**config.mk**
```make
export PLATFORM = sky130hd
export DESIGN_NAME = compacting_queue_with_removal
export DESIGN_NICKNAME = d
export VERILOG_FILES = /design/src/design/cq_pkg.sv /design/src/design/cq_cell.sv /design/src/design/compacting_queue_with_removal.sv
export SDC_FILE = /design/constraint.sdc
export NUM_CORES = 1
export LEC_CHECK = 0
export ABC_CLOCK_PERIOD_IN_PS = 15000
export BUFFER_PORTS_ARGS = -buffer_cell sky130_fd_sc_hd__buf_2
export CAP_MARGIN = 25
export CORE_MARGIN = 2
export CORE_UTILIZATION = 38
export CTS_BUF_LIST = sky130_fd_sc_hd__clkbuf_8
export DETAILED_ROUTE_END_ITERATION = 16
export SYNTH_ARGS = -nofsm -noshare
export SYNTH_HDL_FRONTEND = slang
export SYNTH_HIERARCHICAL = 1
export SYNTH_SLANG_ARGS = --single-unit
export TNS_END_PERCENT = 20
```
**constraint.sdc**
```tcl
create_clock -name clk -period 15 [get_ports clk]
set_input_delay 0 -clock clk [delete_from_list [all_inputs] [get_ports clk]]
set_output_delay 0 -clock clk [all_outputs]
set_load 0.03 [all_outputs]
```
**src/design/cq_pkg.sv**
```systemverilog
// ----------------------------------------------------------------------------
// cq_pkg: shared definitions for the compacting queue
// Operation, status, cell command and controller state codes, plus defaults.
// ----------------------------------------------------------------------------
package cq_pkg;

  localparam int DEPTH_DEF       = 16;
  localparam int VALUE_WIDTH_DEF = 32;
  localparam int CFG_W           = 5;
  localparam int KIND_W          = 3;
  localparam int STATUS_W        = 2;

  localparam logic [CFG_W-1:0] CAP_RESET = CFG_W'(16);

  typedef enum logic [KIND_W-1:0] {
    OP_ENQ    = 3'd0,
    OP_DEQ    = 3'd1,
    OP_REM    = 3'd2,
    OP_REMDEQ = 3'd3,
    OP_PEEK   = 3'd4
  } op_t;

  typedef enum logic [STATUS_W-1:0] {
    ST_OK       = 2'd0,
    ST_FULL     = 2'd1,
    ST_EMPTY    = 2'd2,
    ST_NOTFOUND = 2'd3
  } status_t;

  typedef enum logic [1:0] {
    CELL_HOLD    = 2'd0,
    CELL_LOAD    = 2'd1,
    CELL_SHIFT   = 2'd2,
    CELL_COMPACT = 2'd3
  } cell_op_t;

  typedef enum logic {
    S_IDLE = 1'b0,
    S_SCAN = 1'b1
  } state_t;

endpackage

```
**src/design/cq_cell.sv**
```systemverilog
// ----------------------------------------------------------------------------
// cq_cell: one queue slot
// Holds one entry, flags a key match and takes its upper neighbor's entry on
// a shift or when a match sits at or below it during compaction.
// ----------------------------------------------------------------------------
module cq_cell #(
  parameter int VALUE_WIDTH = cq_pkg::VALUE_WIDTH_DEF,
  parameter int CNT_W       = 5,
  parameter int IDX         = 0
) (
  input  logic                   clk,
  input  cq_pkg::cell_op_t       cell_op,
  input  logic [CNT_W-1:0]       count,
  input  logic [VALUE_WIDTH-1:0] element,
  input  logic [VALUE_WIDTH-1:0] key,
  input  logic [VALUE_WIDTH-1:0] next_data,
  input  logic                   del_in,
  output logic [VALUE_WIDTH-1:0] data,
  output logic                   del_out
);

  logic [VALUE_WIDTH-1:0] data_r;
  logic                   occupied;
  logic                   match;

  assign occupied = CNT_W'(IDX) < count;
  assign match    = occupied && (data_r == key);
  // first match at or below this slot pulls everything above it down
  assign del_out  = del_in | match;
  assign data     = data_r;

  always_ff @(posedge clk) begin
    unique case (cell_op)
      cq_pkg::CELL_HOLD: begin
        data_r <= data_r;
      end
      cq_pkg::CELL_LOAD: begin
        if (CNT_W'(IDX) == count) begin
          data_r <= element;
        end
      end
      cq_pkg::CELL_SHIFT: begin
        data_r <= next_data;
      end
      cq_pkg::CELL_COMPACT: begin
        if (del_out) begin
          data_r <= next_data;
        end
      end
      default: begin
        data_r <= data_r;
      end
    endcase
  end

endmodule

```
**src/design/compacting_queue_with_removal.sv**
```systemverilog
// ----------------------------------------------------------------------------
// compacting_queue_with_removal: bounded FIFO with delete by value
// A row of slot cells kept packed from the head, with a small controller.
// ----------------------------------------------------------------------------
// Usage: words enter on in_valid/in_stall with in_kind (enqueue, dequeue,
// remove, remove-and-dequeue, peek), in_element and in_match_key. Each word
// yields exactly one result word on out_valid/out_stall carrying out_status,
// out_value_out and out_length (entries held afterwards).
// Enqueue, dequeue and peek complete in the accept cycle; the result is
// registered and shows in the cycle after. Unless the queue is empty, remove
// and remove-and-dequeue scan the cell row: each cycle the lowest matching
// entry is deleted and all cells above it move down one place; the block
// stays busy until a scan step finds no match with the result register free
// (remove-and-dequeue spends its accept cycle popping the head). Throughput
// is one word per cycle for enqueue, dequeue and peek while results are taken.
// A new word is taken only when the controller is idle and the result
// register is empty or being read; while out_stall holds a pending result, it
// stays and input stalls. cfg_wr_en/cfg_wr_data set the capacity (values above
// the depth act as the depth) and may only be written while the block is idle.
// Reset (rst_n low, synchronous) empties the queue, drops any pending result
// and sets capacity to 16; slot contents are left as they are.
// ----------------------------------------------------------------------------
module compacting_queue_with_removal #(
  parameter int DEPTH       = cq_pkg::DEPTH_DEF,
  parameter int VALUE_WIDTH = cq_pkg::VALUE_WIDTH_DEF,
  localparam int CNT_W      = $clog2(DEPTH + 1)
) (
  input  logic                                clk,
  input  logic                                rst_n,
  input  logic                                in_valid,
  output logic                                in_stall,
  input  logic [cq_pkg::KIND_W-1:0]           in_kind,
  input  logic signed [VALUE_WIDTH-1:0]       in_element,
  input  logic signed [VALUE_WIDTH-1:0]       in_match_key,
  output logic                                out_valid,
  input  logic                                out_stall,
  output logic [cq_pkg::STATUS_W-1:0]         out_status,
  output logic signed [VALUE_WIDTH-1:0]       out_value_out,
  output logic [CNT_W-1:0]                    out_length,
  input  logic                                cfg_wr_en,
  input  logic [cq_pkg::CFG_W-1:0]            cfg_wr_data
);

  localparam int CMP_W = (CNT_W > cq_pkg::CFG_W) ? CNT_W : cq_pkg::CFG_W;

  cq_pkg::state_t             state_r, state_nxt;
  logic [CNT_W-1:0]           count_r, count_nxt;
  logic [cq_pkg::CFG_W-1:0]   cap_r;
  logic [VALUE_WIDTH-1:0]     key_r, key_nxt;
  logic [VALUE_WIDTH-1:0]     head_r, head_nxt;
  logic                       remdeq_r, remdeq_nxt;
  logic                       hit_r, hit_nxt;
  logic                       out_valid_r;
  cq_pkg::status_t            out_status_r;
  logic [VALUE_WIDTH-1:0]     out_value_r;
  logic [CNT_W-1:0]           out_length_r;

  cq_pkg::cell_op_t           cell_op;
  logic [VALUE_WIDTH-1:0]     cell_key;
  logic [VALUE_WIDTH-1:0]     cell_data [DEPTH];
  logic [DEPTH:0]             del_chain;
  logic                       any_match;

  logic                       accept;
  logic                       out_free;
  logic                       empty;
  logic                       full;
  logic                       res_load;
  cq_pkg::status_t            res_status;
  logic [VALUE_WIDTH-1:0]     res_value;
  logic                       start_scan;

  assign out_free  = !out_valid_r || !out_stall;
  assign in_stall  = (state_r != cq_pkg::S_IDLE) || !out_free;
  assign accept    = in_valid && !in_stall;
  assign empty     = count_r == '0;
  assign any_match = del_chain[DEPTH];

  // refused when at the configured capacity or at the physical depth
  assign full = (CMP_W'(count_r) >= CMP_W'(cap_r)) || (CMP_W'(count_r) >= CMP_W'(DEPTH));

  // the match key only matters during the scan
  assign cell_key     = key_r;
  assign del_chain[0] = 1'b0;

  for (genvar g = 0; g < DEPTH; g++) begin : g_cell
    logic [VALUE_WIDTH-1:0] upper;
    if (g == DEPTH - 1) begin : g_top
      assign upper = '0;
    end else begin : g_mid
      assign upper = cell_data[g+1];
    end
    cq_cell #(
      .VALUE_WIDTH (VALUE_WIDTH),
      .CNT_W       (CNT_W),
      .IDX         (g)
    ) u_cell (
      .clk       (clk),
      .cell_op   (cell_op),
      .count     (count_r),
      .element   (in_element),
      .key       (cell_key),
      .next_data (upper),
      .del_in    (del_chain[g]),
      .data      (cell_data[g]),
      .del_out   (del_chain[g+1])
    );
  end

  // next state
  always_comb begin
    state_nxt = state_r;
    unique case (state_r)
      cq_pkg::S_IDLE: begin
        if (start_scan) begin
          state_nxt = cq_pkg::S_SCAN;
        end
      end
      cq_pkg::S_SCAN: begin
        if (!any_match && out_free) begin
          state_nxt = cq_pkg::S_IDLE;
        end
      end
      default: begin
        state_nxt = cq_pkg::S_IDLE;
      end
    endcase
  end

  // datapath control and result
  always_comb begin
    cell_op    = cq_pkg::CELL_HOLD;
    count_nxt  = count_r;
    key_nxt    = key_r;
    head_nxt   = head_r;
    remdeq_nxt = remdeq_r;
    hit_nxt    = hit_r;
    res_load   = 1'b0;
    res_status = cq_pkg::ST_OK;
    res_value  = '0;
    start_scan = 1'b0;
    unique case (state_r)
      cq_pkg::S_IDLE: begin
        if (accept) begin
          unique case (cq_pkg::op_t'(in_kind))
            cq_pkg::OP_ENQ: begin
              res_load = 1'b1;
              if (full) begin
                res_status = cq_pkg::ST_FULL;
              end else begin
                cell_op   = cq_pkg::CELL_LOAD;
                count_nxt = count_r + CNT_W'(1);
              end
            end
            cq_pkg::OP_DEQ: begin
              res_load = 1'b1;
              if (empty) begin
                res_status = cq_pkg::ST_EMPTY;
              end else begin
                cell_op   = cq_pkg::CELL_SHIFT;
                count_nxt = count_r - CNT_W'(1);
                res_value = cell_data[0];
              end
            end
            cq_pkg::OP_REM: begin
              if (empty) begin
                res_load   = 1'b1;
                res_status = cq_pkg::ST_EMPTY;
              end else begin
                start_scan = 1'b1;
                key_nxt    = in_match_key;
                head_nxt   = '0;
                remdeq_nxt = 1'b0;
                hit_nxt    = 1'b0;
              end
            end
            cq_pkg::OP_REMDEQ: begin
              if (empty) begin
                res_load   = 1'b1;
                res_status = cq_pkg::ST_EMPTY;
              end else begin
                // pop the head now, scan the remainder afterwards
                cell_op    = cq_pkg::CELL_SHIFT;
                count_nxt  = count_r - CNT_W'(1);
                start_scan = 1'b1;
                key_nxt    = in_match_key;
                head_nxt   = cell_data[0];
                remdeq_nxt = 1'b1;
                hit_nxt    = 1'b0;
              end
            end
            cq_pkg::OP_PEEK: begin
              res_load = 1'b1;
              if (empty) begin
                res_status = cq_pkg::ST_EMPTY;
              end else begin
                res_value = cell_data[0];
              end
            end
            default: begin
              res_load = 1'b1;
            end
          endcase
        end
      end
      cq_pkg::S_SCAN: begin
        if (any_match) begin
          cell_op   = cq_pkg::CELL_COMPACT;
          count_nxt = count_r - CNT_W'(1);
          hit_nxt   = 1'b1;
        end else if (out_free) begin
          res_load = 1'b1;
          if (remdeq_r) begin
            res_value = head_r;
          end else if (hit_r) begin
            res_value = key_r;
          end else begin
            res_status = cq_pkg::ST_NOTFOUND;
          end
        end
      end
      default: begin
        cell_op = cq_pkg::CELL_HOLD;
      end
    endcase
  end

  always_ff @(posedge clk) begin
    if (!rst_n) begin
      state_r     <= cq_pkg::S_IDLE;
      count_r     <= '0;
      cap_r       <= cq_pkg::CAP_RESET;
      out_valid_r <= 1'b0;
    end else begin
      state_r <= state_nxt;
      count_r <= count_nxt;
      if (cfg_wr_en) begin
        cap_r <= cfg_wr_data;
      end
      if (res_load) begin
        out_valid_r <= 1'b1;
      end else if (!out_stall) begin
        out_valid_r <= 1'b0;
      end
    end
  end

  always_ff @(posedge clk) begin
    key_r    <= key_nxt;
    head_r   <= head_nxt;
    remdeq_r <= remdeq_nxt;
    hit_r    <= hit_nxt;
    if (res_load) begin
      out_status_r <= res_status;
      out_value_r  <= res_value;
      out_length_r <= count_nxt;
    end
  end

  assign out_valid     = out_valid_r;
  assign out_status    = out_status_r;
  assign out_value_out = out_value_r;
  assign out_length    = out_length_r;

endmodule

```
======== Word level (Yosys, flattened, before mapping) ========
Cells that the tools add are included.
word-level totals
  bits in registers ....................... 629
  bits in latches ......................... 0
  memory bits (writable) .................. 0
  bits in read-only memories .............. 0
  bits of input ports ..................... 77
  output and inout port bits .............. 41
  memories kept ........................... 0
operators by class
  $add $sub $neg .......................... 2
  multipliers ............................. 0
  divide/modulo/power cells ............... 0
  order comparisons ....................... 18
  eq/ne operators ......................... 77
  shifts and indexed selects .............. 0
  muxes and demuxes ....................... 102
  bitwise operators ....................... 18
  reductions and logical operators ........ 53
operators with widths
  operator              count
  $pmux W32 S3          16
  $mux W32              41
  $eq A32 B32 Y1        16
  $pmux W32 S2          2
  $ne A2 B1 Y1 const B  32
  $reduce_and A3 Y1     16
  $eq A4 B5 Y1 const A  8
  $lt A4 B5 Y1 const A  8
  $eq A3 B5 Y1 const A  4
  $lt A3 B5 Y1 const A  4
  $mux W1               20
  $mux W5               4
  $pmux W5 S2           2
  $logic_and A1 B1 Y1   18
  $mux W2               9
  $pmux W2 S2           4
  $or A1 B1 Y1          15
  $ne A2 B2 Y1 const B  7
  $eq A2 B5 Y1 const A  2
  $lt A1 B5 Y1 const A  2
  $lt A2 B5 Y1 const A  2
  $pmux W1 S2           4
  $reduce_and A4 Y1     2
  $eq A3 B2 Y1 const B  2
  other kinds (19)      30

======== Depth between registers and ports, before layout ========
Gate-level depths: netlist of run 1.
  word-level depth ........................ 22
  depth in mapped cells ................... 27

======== Modules after synthesis ========
The synthesis of run 1 kept the hierarchy.
modules (own cells, without submodules)
  module                         instances  cells an instance  area an instance (µm²)  seq. area each (µm²)
  compacting_queue_with_removal  1          392                5022.3                  3393.3
  cq_cell (g_cell[6].u_cell)     1          118                1760.4                  960.9
  cq_cell (g_cell[12].u_cell)    1          119                1759.2                  960.9
  cq_cell (g_cell[4].u_cell)     1          119                1752.9                  960.9
  cq_cell (g_cell[2].u_cell)     1          120                1751.7                  960.9
  cq_cell (g_cell[10].u_cell)    1          120                1747.9                  960.9
  cq_cell (g_cell[8].u_cell)     1          120                1746.7                  960.9
  cq_cell (g_cell[9].u_cell)     1          118                1744.2                  960.9
  cq_cell (g_cell[13].u_cell)    1          119                1741.7                  960.9
  cq_cell (g_cell[0].u_cell)     1          118                1739.2                  960.9
  cq_cell (g_cell[14].u_cell)    1          119                1739.2                  960.9
  cq_cell (g_cell[5].u_cell)     1          120                1736.7                  960.9
  cq_cell (g_cell[11].u_cell)    1          119                1732.9                  960.9
  cq_cell (g_cell[3].u_cell)     1          118                1730.4                  960.9
  3 more rows                    --         --                 --                      --

======== Least setup slack after synthesis of run 1 ========
Ideal clock, no wire load.
  path type ............................... flip-flop to flip-flop
  start point ............................. register count_r[4]
  end point ............................... register g_cell[10].u_cell.data_r[0] (enable)
  data arrival time ....................... 7.367 ns
  path slack .............................. 7.192 ns
  cell stages (with the launch flop) ...... 24
  period minus slack after synthesis ...... 7.808 ns
  cell sequence ........................... dfxtp_1 > or4_4 > nor2_2 > nor4_1 > a21o_1 > or2b_1 > nand2b_1 > nand2b_1 > nand2b_1 > nand2b_1 > nand2b_1 > or2b_1 > a21o_2 > or2_2 > or2b_1 > or2b_1 > a21o_1 > nand2b_1 > or2b_1 > or2b_1 > nand2_1 > o21ai_0 > nor2b_1 > a31oi_1
between the ends
  cells in the longest elaborated chain, start to end .. 22
  elaborated cells on any way between the ends .. 65
RTL lines
  element                                                             RTL line                              source
  from (decl)                                                         compacting_queue_with_removal.sv:47   logic [CNT_W-1:0] count_r, count_nxt;
  from (signal assigned)                                              compacting_queue_with_removal.sv:236  count_r <= count_nxt;
  $lt A1 B5 Y1 (*)                                                    cq_cell.sv:26                         assign occupied = CNT_W'(IDX) < count;
  $logic_and A1 B1 Y1 (*)                                             cq_cell.sv:27                         assign match = occupied && (data_r == key);
  named net del_chain[1]                                              compacting_queue_with_removal.sv:61   logic [DEPTH:0] del_chain;
  $or A1 B1 Y1 (*)                                                    cq_cell.sv:29                         assign del_out = del_in | match;
  named net del_chain[2]                                              compacting_queue_with_removal.sv:61
  $or A1 B1 Y1 (*)                                                    cq_cell.sv:29
  named net del_chain[3]                                              compacting_queue_with_removal.sv:61
  $or A1 B1 Y1 (*)                                                    cq_cell.sv:29
  named net del_chain[4]                                              compacting_queue_with_removal.sv:61
  (+1 left out)                                                       --
  named net del_chain[5]                                              compacting_queue_with_removal.sv:61
  (+1 left out)                                                       --
  named net del_chain[6]                                              compacting_queue_with_removal.sv:61
  (+1 left out)                                                       --
  named net del_chain[7]                                              compacting_queue_with_removal.sv:61
  (+1 left out)                                                       --
  named net del_chain[8]                                              compacting_queue_with_removal.sv:61
  (+1 left out)                                                       --
  named net del_chain[9]                                              compacting_queue_with_removal.sv:61
  (+1 left out)                                                       --
  named net del_chain[10]                                             compacting_queue_with_removal.sv:61
  (+1 left out)                                                       --
  named net del_chain[11]                                             compacting_queue_with_removal.sv:61
  (+1 left out)                                                       --
  named net del_chain[12]                                             compacting_queue_with_removal.sv:61
  (+1 left out)                                                       --
  named net del_chain[13]                                             compacting_queue_with_removal.sv:61
  (+1 left out)                                                       --
  named net del_chain[14]                                             compacting_queue_with_removal.sv:61
  (+1 left out)                                                       --
  named net del_chain[15]                                             compacting_queue_with_removal.sv:61
  $or A1 B1 Y1 (*)                                                    cq_cell.sv:29
  named net any_match                                                 compacting_queue_with_removal.sv:62   logic any_match;
  $mux W2 (*)                                                         compacting_queue_with_removal.sv:207  if (any_match) begin
  $pmux W2 S2 (*)                                                     compacting_queue_with_removal.sv:142  unique case (state_r)
  named net cell_op[0]                                                compacting_queue_with_removal.sv:58   cq_pkg::cell_op_t cell_op;
  $eq A2 B2 Y1, or another cell as far along                          cq_cell.sv:33                         unique case (cell_op)
  $ne A2 B1 Y1 (no source line) / $not A1 Y1 (equally long branches)  --
  $reduce_and A3 Y1 (no source line) (*)                              --
  to (signal assigned)                                                cq_cell.sv:35                         data_r <= data_r;
  to (signal assigned)                                                cq_cell.sv:39                         data_r <= element;
  to (signal assigned)                                                cq_cell.sv:43                         data_r <= next_data;
  to (decl)                                                           cq_cell.sv:22                         logic [VALUE_WIDTH-1:0] data_r;
Mark *: on every way through the listed nets, which the timed path passes. The rest lies on a longest branch.
A chain may end at the register's enable or synchronous reset.

======== Worst setup path after layout of run 1 ========
  start point ............................. register count_r[4]
  end point ............................... register g_cell[8].u_cell.data_r[27] (enable)
between the ends
  cells in the longest elaborated chain, start to end .. 22
  elaborated cells on any way between the ends .. 65
RTL lines
  element                                                             RTL line
  $lt A1 B5 Y1                                                        cq_cell.sv:26
  $logic_and A1 B1 Y1                                                 cq_cell.sv:27
  $or A1 B1 Y1 (*)                                                    cq_cell.sv:29
  named net del_chain[2]                                              compacting_queue_with_removal.sv:61
  $or A1 B1 Y1 (*)                                                    cq_cell.sv:29
  named net del_chain[3]                                              compacting_queue_with_removal.sv:61
  $or A1 B1 Y1 (*)                                                    cq_cell.sv:29
  named net del_chain[4]                                              compacting_queue_with_removal.sv:61
  (+1 left out)                                                       --
  named net del_chain[5]                                              compacting_queue_with_removal.sv:61
  (+1 left out)                                                       --
  named net del_chain[6]                                              compacting_queue_with_removal.sv:61
  (+1 left out)                                                       --
  named net del_chain[7]                                              compacting_queue_with_removal.sv:61
  (+1 left out)                                                       --
  named net del_chain[8]                                              compacting_queue_with_removal.sv:61
  (+1 left out)                                                       --
  named net del_chain[9]                                              compacting_queue_with_removal.sv:61
  (+1 left out)                                                       --
  named net del_chain[10]                                             compacting_queue_with_removal.sv:61
  (+1 left out)                                                       --
  named net del_chain[11]                                             compacting_queue_with_removal.sv:61
  (+1 left out)                                                       --
  named net del_chain[12]                                             compacting_queue_with_removal.sv:61
  (+1 left out)                                                       --
  named net del_chain[13]                                             compacting_queue_with_removal.sv:61
  (+1 left out)                                                       --
  named net del_chain[14]                                             compacting_queue_with_removal.sv:61
  (+1 left out)                                                       --
  named net del_chain[15]                                             compacting_queue_with_removal.sv:61
  $or A1 B1 Y1 (*)                                                    cq_cell.sv:29
  named net any_match                                                 compacting_queue_with_removal.sv:62
  $mux W2 (*)                                                         compacting_queue_with_removal.sv:207
  $pmux W2 S2 (*)                                                     compacting_queue_with_removal.sv:142
  named net cell_op[1]                                                compacting_queue_with_removal.sv:58
  $eq A2 B2 Y1, or another cell as far along                          cq_cell.sv:33
  $ne A2 B1 Y1 (no source line) / $not A1 Y1 (equally long branches)  --
  $reduce_and A3 Y1 (no source line) (*)                              --
  to (signal assigned)                                                cq_cell.sv:35
  to (signal assigned)                                                cq_cell.sv:39
  to (signal assigned)                                                cq_cell.sv:43
  to (decl)                                                           cq_cell.sv:22
Marked as above.

==> metrics, run 1 <==
result of the run=finished, final reports clean; drt drc=0; NumNets Final=2725; TritonRoute pass-1 iters=5; Slew @ Worst Pin=1.01 ns; Worst Path Required=15.39 ns; hpwl dp=69.3 mm; register area share after synthesis=57.1%; routed length per instance=28.5 um; CTS Root Cell=clkbuf_8; slowest stage delay, CP=0.89 ns; initial antenna violation count=8; synth warn=6; worst setup path category=register to register; grt total ovfl=0; Relative slew margins=32.9%; Layout fillers=7801; number of synthesized flops with an enable pin=617; area of the core=0.0854 mm2; final wirelength=110 mm; vias in the first global route=22800; # setup viols final=0; clk_skew=0.0481 ns; cell area after layout=0.0385 mm2; period utilization=55.5%; # IOs=118; worst setup path start=count_r[4]; number of port buffers=117; Longest Clk Path Bufs=3; Peak VDD IR=0.0703 mV; dominant cell type by area after synthesis=edfxtp_1; Worst path slowest cell=nor4_1; Pins Over Slew Limit=0; clk sink count=629; asr flop ratio synth=0%; Hold Crit Class=input port to register; Initial Util=38.5%; top-count cell post-synth=edfxtp_1; Top delay family on crit path=simple AND/OR/NAND/NOR gates; max cap viols=0; Synth cell types=71; 1st-iter DRT viols=2382; Most used DFF post-synth=edfxtp_1; Pwr Total=4130 uW; Fin. Hold Viols=0; vias=21700; area occupied by multi-input gates=0.0139 mm2; first-pass GRT wire length=159 mm; highest clock rate=0.120 GHz; worst skew pair latency=0.76 ns; die height=298 um; Reg area=0.0188 mm2; Placed Area=0.0354 mm2; CP bufs+invs=6; number of buffers created by CTS=111; post-CTS setup buffer count=0; All-Layer GR Usage=24.5%; Area Overhead vs Synth=17.1%; fin crit period=8.32 ns; critical path data arrival time=8.71 ns; share of layout cells above drive strength 1=30.4%; CTS H-tree depth=3; Yosys reg bits=629; Crit Reg-Reg Startpoint=count_r[4]; crit path max fanout=79; clock slew at reported path FFs=0.06 ns; crit path launch type=register; DRT antenna net count=0; DR vias/cell=5.61; LEAKAGE=0.0125 uW; ranking of synthesized cells by area=edfxtp_1, mux2_2, xnor2_1; most frequent cells after synthesis=edfxtp_1, mux2_2, xnor2_1; TNS Setup=0 ns; Power Density=107 mW/mm2; unrepaired setup endpoints after global routing=false; Rows=107; Syn Area/Cell=14.3 um2; Mapped Area=0.0329 mm2; Post-Synthesis Cells=2294; share of the synthesized area in the top cell type=56.3%; Final Wtd Congestion=0.868; Die Wd=298 um; CTS tree=built; crit end category=register; largest net degree at the start of global routing=170; Die ar.=0.0889 mm2; Hold Crit Start=in_element[30]
## area by class of cell
type | count | area share, %
Inverter | 14 | 0.136
Clock inverter | 88 | 1.21
Clock buffer | 111 | 3.97
Tap cell | 1144 | 3.72
Timing Repair Buffer | 290 | 6.03
Sequential cell | 629 | 48.7
Multi-Input combinational cell | 1595 | 36.2
Antenna cell | 2 | 0.0130
## final timing paths
check / end / cells after the start / slack [ns]
setup / recovery: g_cell[8].u_cell/data[27] / 28 / 6.68
hold / removal: g_cell[1].u_cell/data[30] / 2 / 0.07
setup reg to reg: g_cell[8].u_cell/data[27] / 28 / 6.68
hold reg to reg: g_cell[5].u_cell/data[26] / 1 / 0.59
## stage by stage
stage | worst slack (ns) | hold slack, ns | utilization (%) | cells
after floorplan | 7.19 | 0.0986 | - | 2327
after global placement | 6.72 | 0.179 | 41.2 | 3556
after detailed placement | 6.92 | 0.182 | 41.4 | 3563
after CTS | 6.84 | 0.0152 | 45.0 | 3867
after global routing | 6.35 | 0.0309 | 45.1 | 3872
final | 6.68 | 0.0694 | 45.1 | 3873
## logic make-up (layout without fill, tap and decap cells)
family	Yosys count	count (layout)	share of synthesized area (%)
DFF	629	629	57.1
xor gates and xnor gates	518	518	13.8
muxes	516	516	17.7
and+or+nand+nor	373	373	6.73
AOI/OAI and AO/OA	147	147	3.01
buffers and inverters	103	503	1.45
adders and majority gates	7	7	0.266
other	1	36	0.0114
## power by group
part | switching (uW) | total, uW | internal [uW] | leakage [uW]
clock network | 750 | 1490 | 741 | 0.00115
logic | 312 | 537 | 225 | 0.00566
registers | 55.4 | 2100 | 2040 | 0.00572
total | 1120 | 4130 | 3010 | 0.0125
## layer usage
layer / track usage, % / vias to the layer above / part of all wire, %
met5: 0 / - / 0
met4: 8.90 / 0 / 3.4
met3: 4.54 / 234 / 7.8
met2: 41.6 / 1011 / 49
met1: 31.0 / 11100 / 39
li1: - / 9364 / -
## repair_timing
action,4_1_cts,5_1_grt
hold buffers,105,0
hold endpoints to repair,141,0
setup endpoints to repair,0,0
gates resized for setup,0,0
## flip-flops by register name (all words and copies together), names as in the netlist
name	cells
hit_r	1
g_cell.u_cell/data	512
cell_key	32
cap_r	5
remdeq_r	1
count_r	5
state_r	1
out_valid	1
out_length	5
out_status	2
head_r	32
out_value_out	32
## worst register-to-register path, delay by kind of cell (launching register included)
family | cells | cell delay, ns
flip-flops | 1 | 0.30
AND/OR/NAND/NOR | 17 | 4.55
buffers and inverters | 6 | 2.31
AO/OA/AOI/OAI | 5 | 0.82
## cell usage in the layout, fill, tap and decap left out, types with 51 or more instances in the layout
cell type | synthesis | final
buf_2 | 62 | 117
mux2_2 | 466 | 466
nand4_1 | 99 | 99
dlygate4sd3_1 | 0 | 105
edfxtp_1 | 617 | 617
inv_1 | 14 | 51
xnor2_1 | 363 | 363
nand2_1 | 62 | 62
xor2_1 | 154 | 154
buf_4 | 1 | 56
clkbuf_8 | 0 | 111
No activity file was read; power rests on OpenSTA's default activity.
==> run 2: changes to the inputs <==
- ABC_AREA: default -> 1
- ABC_CLOCK_PERIOD_IN_PS: 15000 -> 6850
- clock period: 15 -> 6.85 ns (I/O delays scaled with it)
==> metrics, run 2 <==
result of the run=finished, final reports clean (unchanged); period utilization=82.5% (was 55.5%); Pins Over Slew Limit=0 (unchanged); Rows=112 (was 107); die height=310 um (was 298 um); crit path max fanout=32 (was 79); Layout fillers=9096 (was 7801); Initial Util=38.3% (was 38.5%); NumNets Final=4873 (was 2725); top-count cell post-synth=nand2_1 (was edfxtp_1); clock slew at reported path FFs=0.06 ns (about the same); post-CTS setup buffer count=0 (unchanged); number of synthesized flops with an enable pin=617 (unchanged); number of buffers created by CTS=112 (was 111); Flop pwr share=48.2% (was 50.9%); Die Wd=310 um (was 298 um); routed length per instance=14.5 um (was 28.5 um); largest net degree at the start of global routing=82 (was 170); TritonRoute pass-1 iters=5 (unchanged); Hold Path Sink=cell_key[29] (was g_cell[1].u_cell/data[30]); crit path launch type=register (unchanged); asr flop ratio synth=0% (unchanged); dominant cell type by area after synthesis=edfxtp_1 (unchanged); Post-CTS Resized=0 (unchanged); clock network power share=36.8% (was 36.1%); area of the core=0.0930 mm2 (was 0.0854 mm2); slowest stage delay, CP=0.38 ns (was 0.89 ns); Worst R2R Setup Slack=1.20 ns (was 6.68 ns); r2r endpoint=g_cell[14].u_cell/data[31] (was g_cell[8].u_cell/data[27]); Yosys reg bits=629 (unchanged); fin crit period=5.65 ns (was 8.32 ns); initial antenna violation count=1 (was 8); critical path data arrival time=5.98 ns (was 8.71 ns); combinational share of power=15.1% (was 13.0%); worst setup path category=register to register (unchanged); Top delay family on crit path=simple AND/OR/NAND/NOR gates (unchanged); number of port buffers=117 (unchanged); Fin. Hold Viols=0 (unchanged); Mapped Area=0.0356 mm2 (was 0.0329 mm2); drt drc=0 (unchanged); max cap viols=0 (unchanged); ranking of synthesized cells by area=edfxtp_1, nand2_1, xnor2_1 (was edfxtp_1, mux2_2, xnor2_1); vias=28100 (was 21700); clk sink count=629 (unchanged); share of layout cells above drive strength 1=9.02% (was 30.4%); Most used DFF post-synth=edfxtp_1 (unchanged); Hold Crit Class=input port to register (unchanged); Power Density=235 mW/mm2 (was 107 mW/mm2); worst skew pair latency=0.73 ns (was 0.76 ns); max FFs per register=512 (unchanged); Sw Share=28.3% (was 27.1%); Peak VDD IR=0.146 mV (was 0.0703 mV); vias in the first global route=27800 (was 22800); hpwl dp=65.4 mm (was 69.3 mm); 1st-iter DRT viols=1832 (was 2382); Syn Area/Cell=8.03 um2 (was 14.3 um2); clk_skew=0.0535 ns (was 0.0481 ns); Worst Reg2Reg Path Length in Cells=47 (was 28); CTS tree=built (unchanged); CTS Root Cell=clkbuf_8 (unchanged); P_int=7030 uW (was 3010 uW); All-Layer GR Usage=18.6% (was 24.5%); Synth cell types=43 (was 71); Die ar.=0.0961 mm2 (was 0.0889 mm2); Worst path slowest cell=buf_4 (was nor4_1); Area Overhead vs Synth=17.1% (about the same); CTS H-tree depth=3 (unchanged); # setup viols final=0 (unchanged); Worst Path Required=7.18 ns (was 15.39 ns); final wirelength=89.2 mm (was 110 mm); highest clock rate=0.177 GHz (was 0.120 GHz); net switching power figure=2780 uW (was 1120 uW); most used cell, CP=nand2_1; Hold Crit Start=in_match_key[29] (was in_element[30]); TNS Setup=0 ns (unchanged); Hold Crit Depth=2 (unchanged); DRT antenna net count=0 (unchanged); share of the synthesized area in the top cell type=52.0% (was 56.3%); worst hold slack=0.0614 ns (was 0.0694 ns); Slew @ Worst Pin=0.952 ns (was 1.01 ns); Final Wtd Congestion=0.877 (was 0.868); unrepaired setup endpoints after global routing=false (unchanged); Post-Synthesis Cells=4432 (was 2294); synth warn=6 (unchanged); LEAKAGE=0.0191 uW (was 0.0125 uW); crit end category=register (unchanged); DR vias/cell=4.57 (was 5.61); CP bufs+invs=20 (was 6); most frequent cells after synthesis=nand2_1, edfxtp_1, inv_1 (was edfxtp_1, mux2_2, xnor2_1); grt total ovfl=0 (unchanged); commonest non-fill, non-tap cell in the layout=nand2_1 (was edfxtp_1); Crit Reg-Reg Startpoint=cell_key[2] (was count_r[4]); commonest non-fill, non-tap cells in the layout=nand2_1, edfxtp_1, inv_1, nor2_1, xnor2_1 (was edfxtp_1, mux2_2, xnor2_1, xor2_1, buf_2); Relative slew margins=36.3% (was 32.9%); Longest Clk Path Bufs=3 (unchanged); # IOs=118 (unchanged); register area share after synthesis=52.7% (was 57.1%); first-pass GRT wire length=143 mm (was 159 mm)
## run 2: changes by cell type after synthesis, moves of 46 or more
| cell | change |
|---|---|
| inv_1 | +465 |
| xnor2_1 | -109 |
| xor2_1 | -89 |
| nand3_1 | +58 |
| nor2_1 | +250 |
| mux2_1 | -46 |
| nand4_1 | -64 |
| nand2_1 | +2201 |
| mux2_2 | -466 |
## run 2: through the flow
stage / total power, uW / utilization [%] / setup WS (ns) / cell area, um2 / cells
2_1_floorplan: 5780 / - / 1.72 / 35700 / 4464
3_3_place_gp: 6190 / 41.0 / 1.21 / 38100 / 5802
3_5_place_dp: 6220 / 41.0 / 1.21 / 38100 / 5803
4_1_cts: 9920 / 44.8 / 1.12 / 41700 / 6142
5_1_grt: 10300 / 44.8 / 0.535 / 41700 / 6144
6_report: 9810 / 44.8 / 1.20 / 41700 / 6144
## run 2: cell families (layout without fill, tap and decap cells)
family / Yosys count / in the layout / synth area share (%)
adders and majority gates: 7 / 7 / 0.246
buffers and inverters: 630 / 1054 / 6.96
AOI/OAI and AO/OA: 137 / 137 / 2.45
DFF: 629 / 629 / 52.7
xor gates and xnor gates: 319 / 319 / 7.85
and+or+nand+nor: 2709 / 2709 / 29.8
other: 1 / 35 / 0.0105
## run 2: power by group through the flow
stage / Sequential (uW) / Clock (uW) / Combinational, uW
2_1_floorplan: 4880 / 0 / 897
3_3_place_gp: 4800 / 0 / 1390
3_5_place_dp: 4800 / 0 / 1420
4_1_cts: 4720 / 3710 / 1490
5_1_grt: 4750 / 3870 / 1670
6_report: 4720 / 3610 / 1480
## run 2: metal layers
| metal | wire [um] | share of wire [%] | track usage [%] |
|---|---|---|---|
| met3 | 3870 | 4.3 | 2.79 |
| met1 | 38600 | 43 | 22.5 |
| met5 | 0 | 0 | 0 |
| met2 | 43300 | 48 | 32.7 |
| met4 | 3510 | 3.9 | 8.25 |
## run 2: how the worst max path moves through the flow
stage / from / to / slack, ns / cells after the start
finish: cell_key[2] / g_cell[14].u_cell/data[31] / 1.20 / 47
global route: cell_key[23] / g_cell[14].u_cell/data[31] / 0.54 / 46
CTS: cell_key[2] / g_cell[14].u_cell/data[31] / 1.12 / 47
detailed placement: cell_key[2] / g_cell[14].u_cell/data[17] / 1.21 / 47
global placement: cell_key[2] / g_cell[14].u_cell/data[17] / 1.21 / 47
floorplan: cell_key[26] / g_cell[4].u_cell/data[0] / 1.72 / 44
## run 2: what timing repair did
item                                    in CTS  in global routing
hold endpoints to repair                   567                  0
endpoints found under the setup margin       0                  0
hold buffers                               126                  0
## run 2: final cells by class
type	count	area (um2)	share of cell area (%)
Inverter	501	1890	4.52
Tap cell	1254	1570	3.76
Multi-Input combinational cell	3205	14500	34.8
Antenna cell	2	5.00	0.0120
Timing Repair Buffer	340	2660	6.37
Clock inverter	89	596	1.43
Sequential cell	629	18800	45.0
Clock buffer	124	1710	4.09
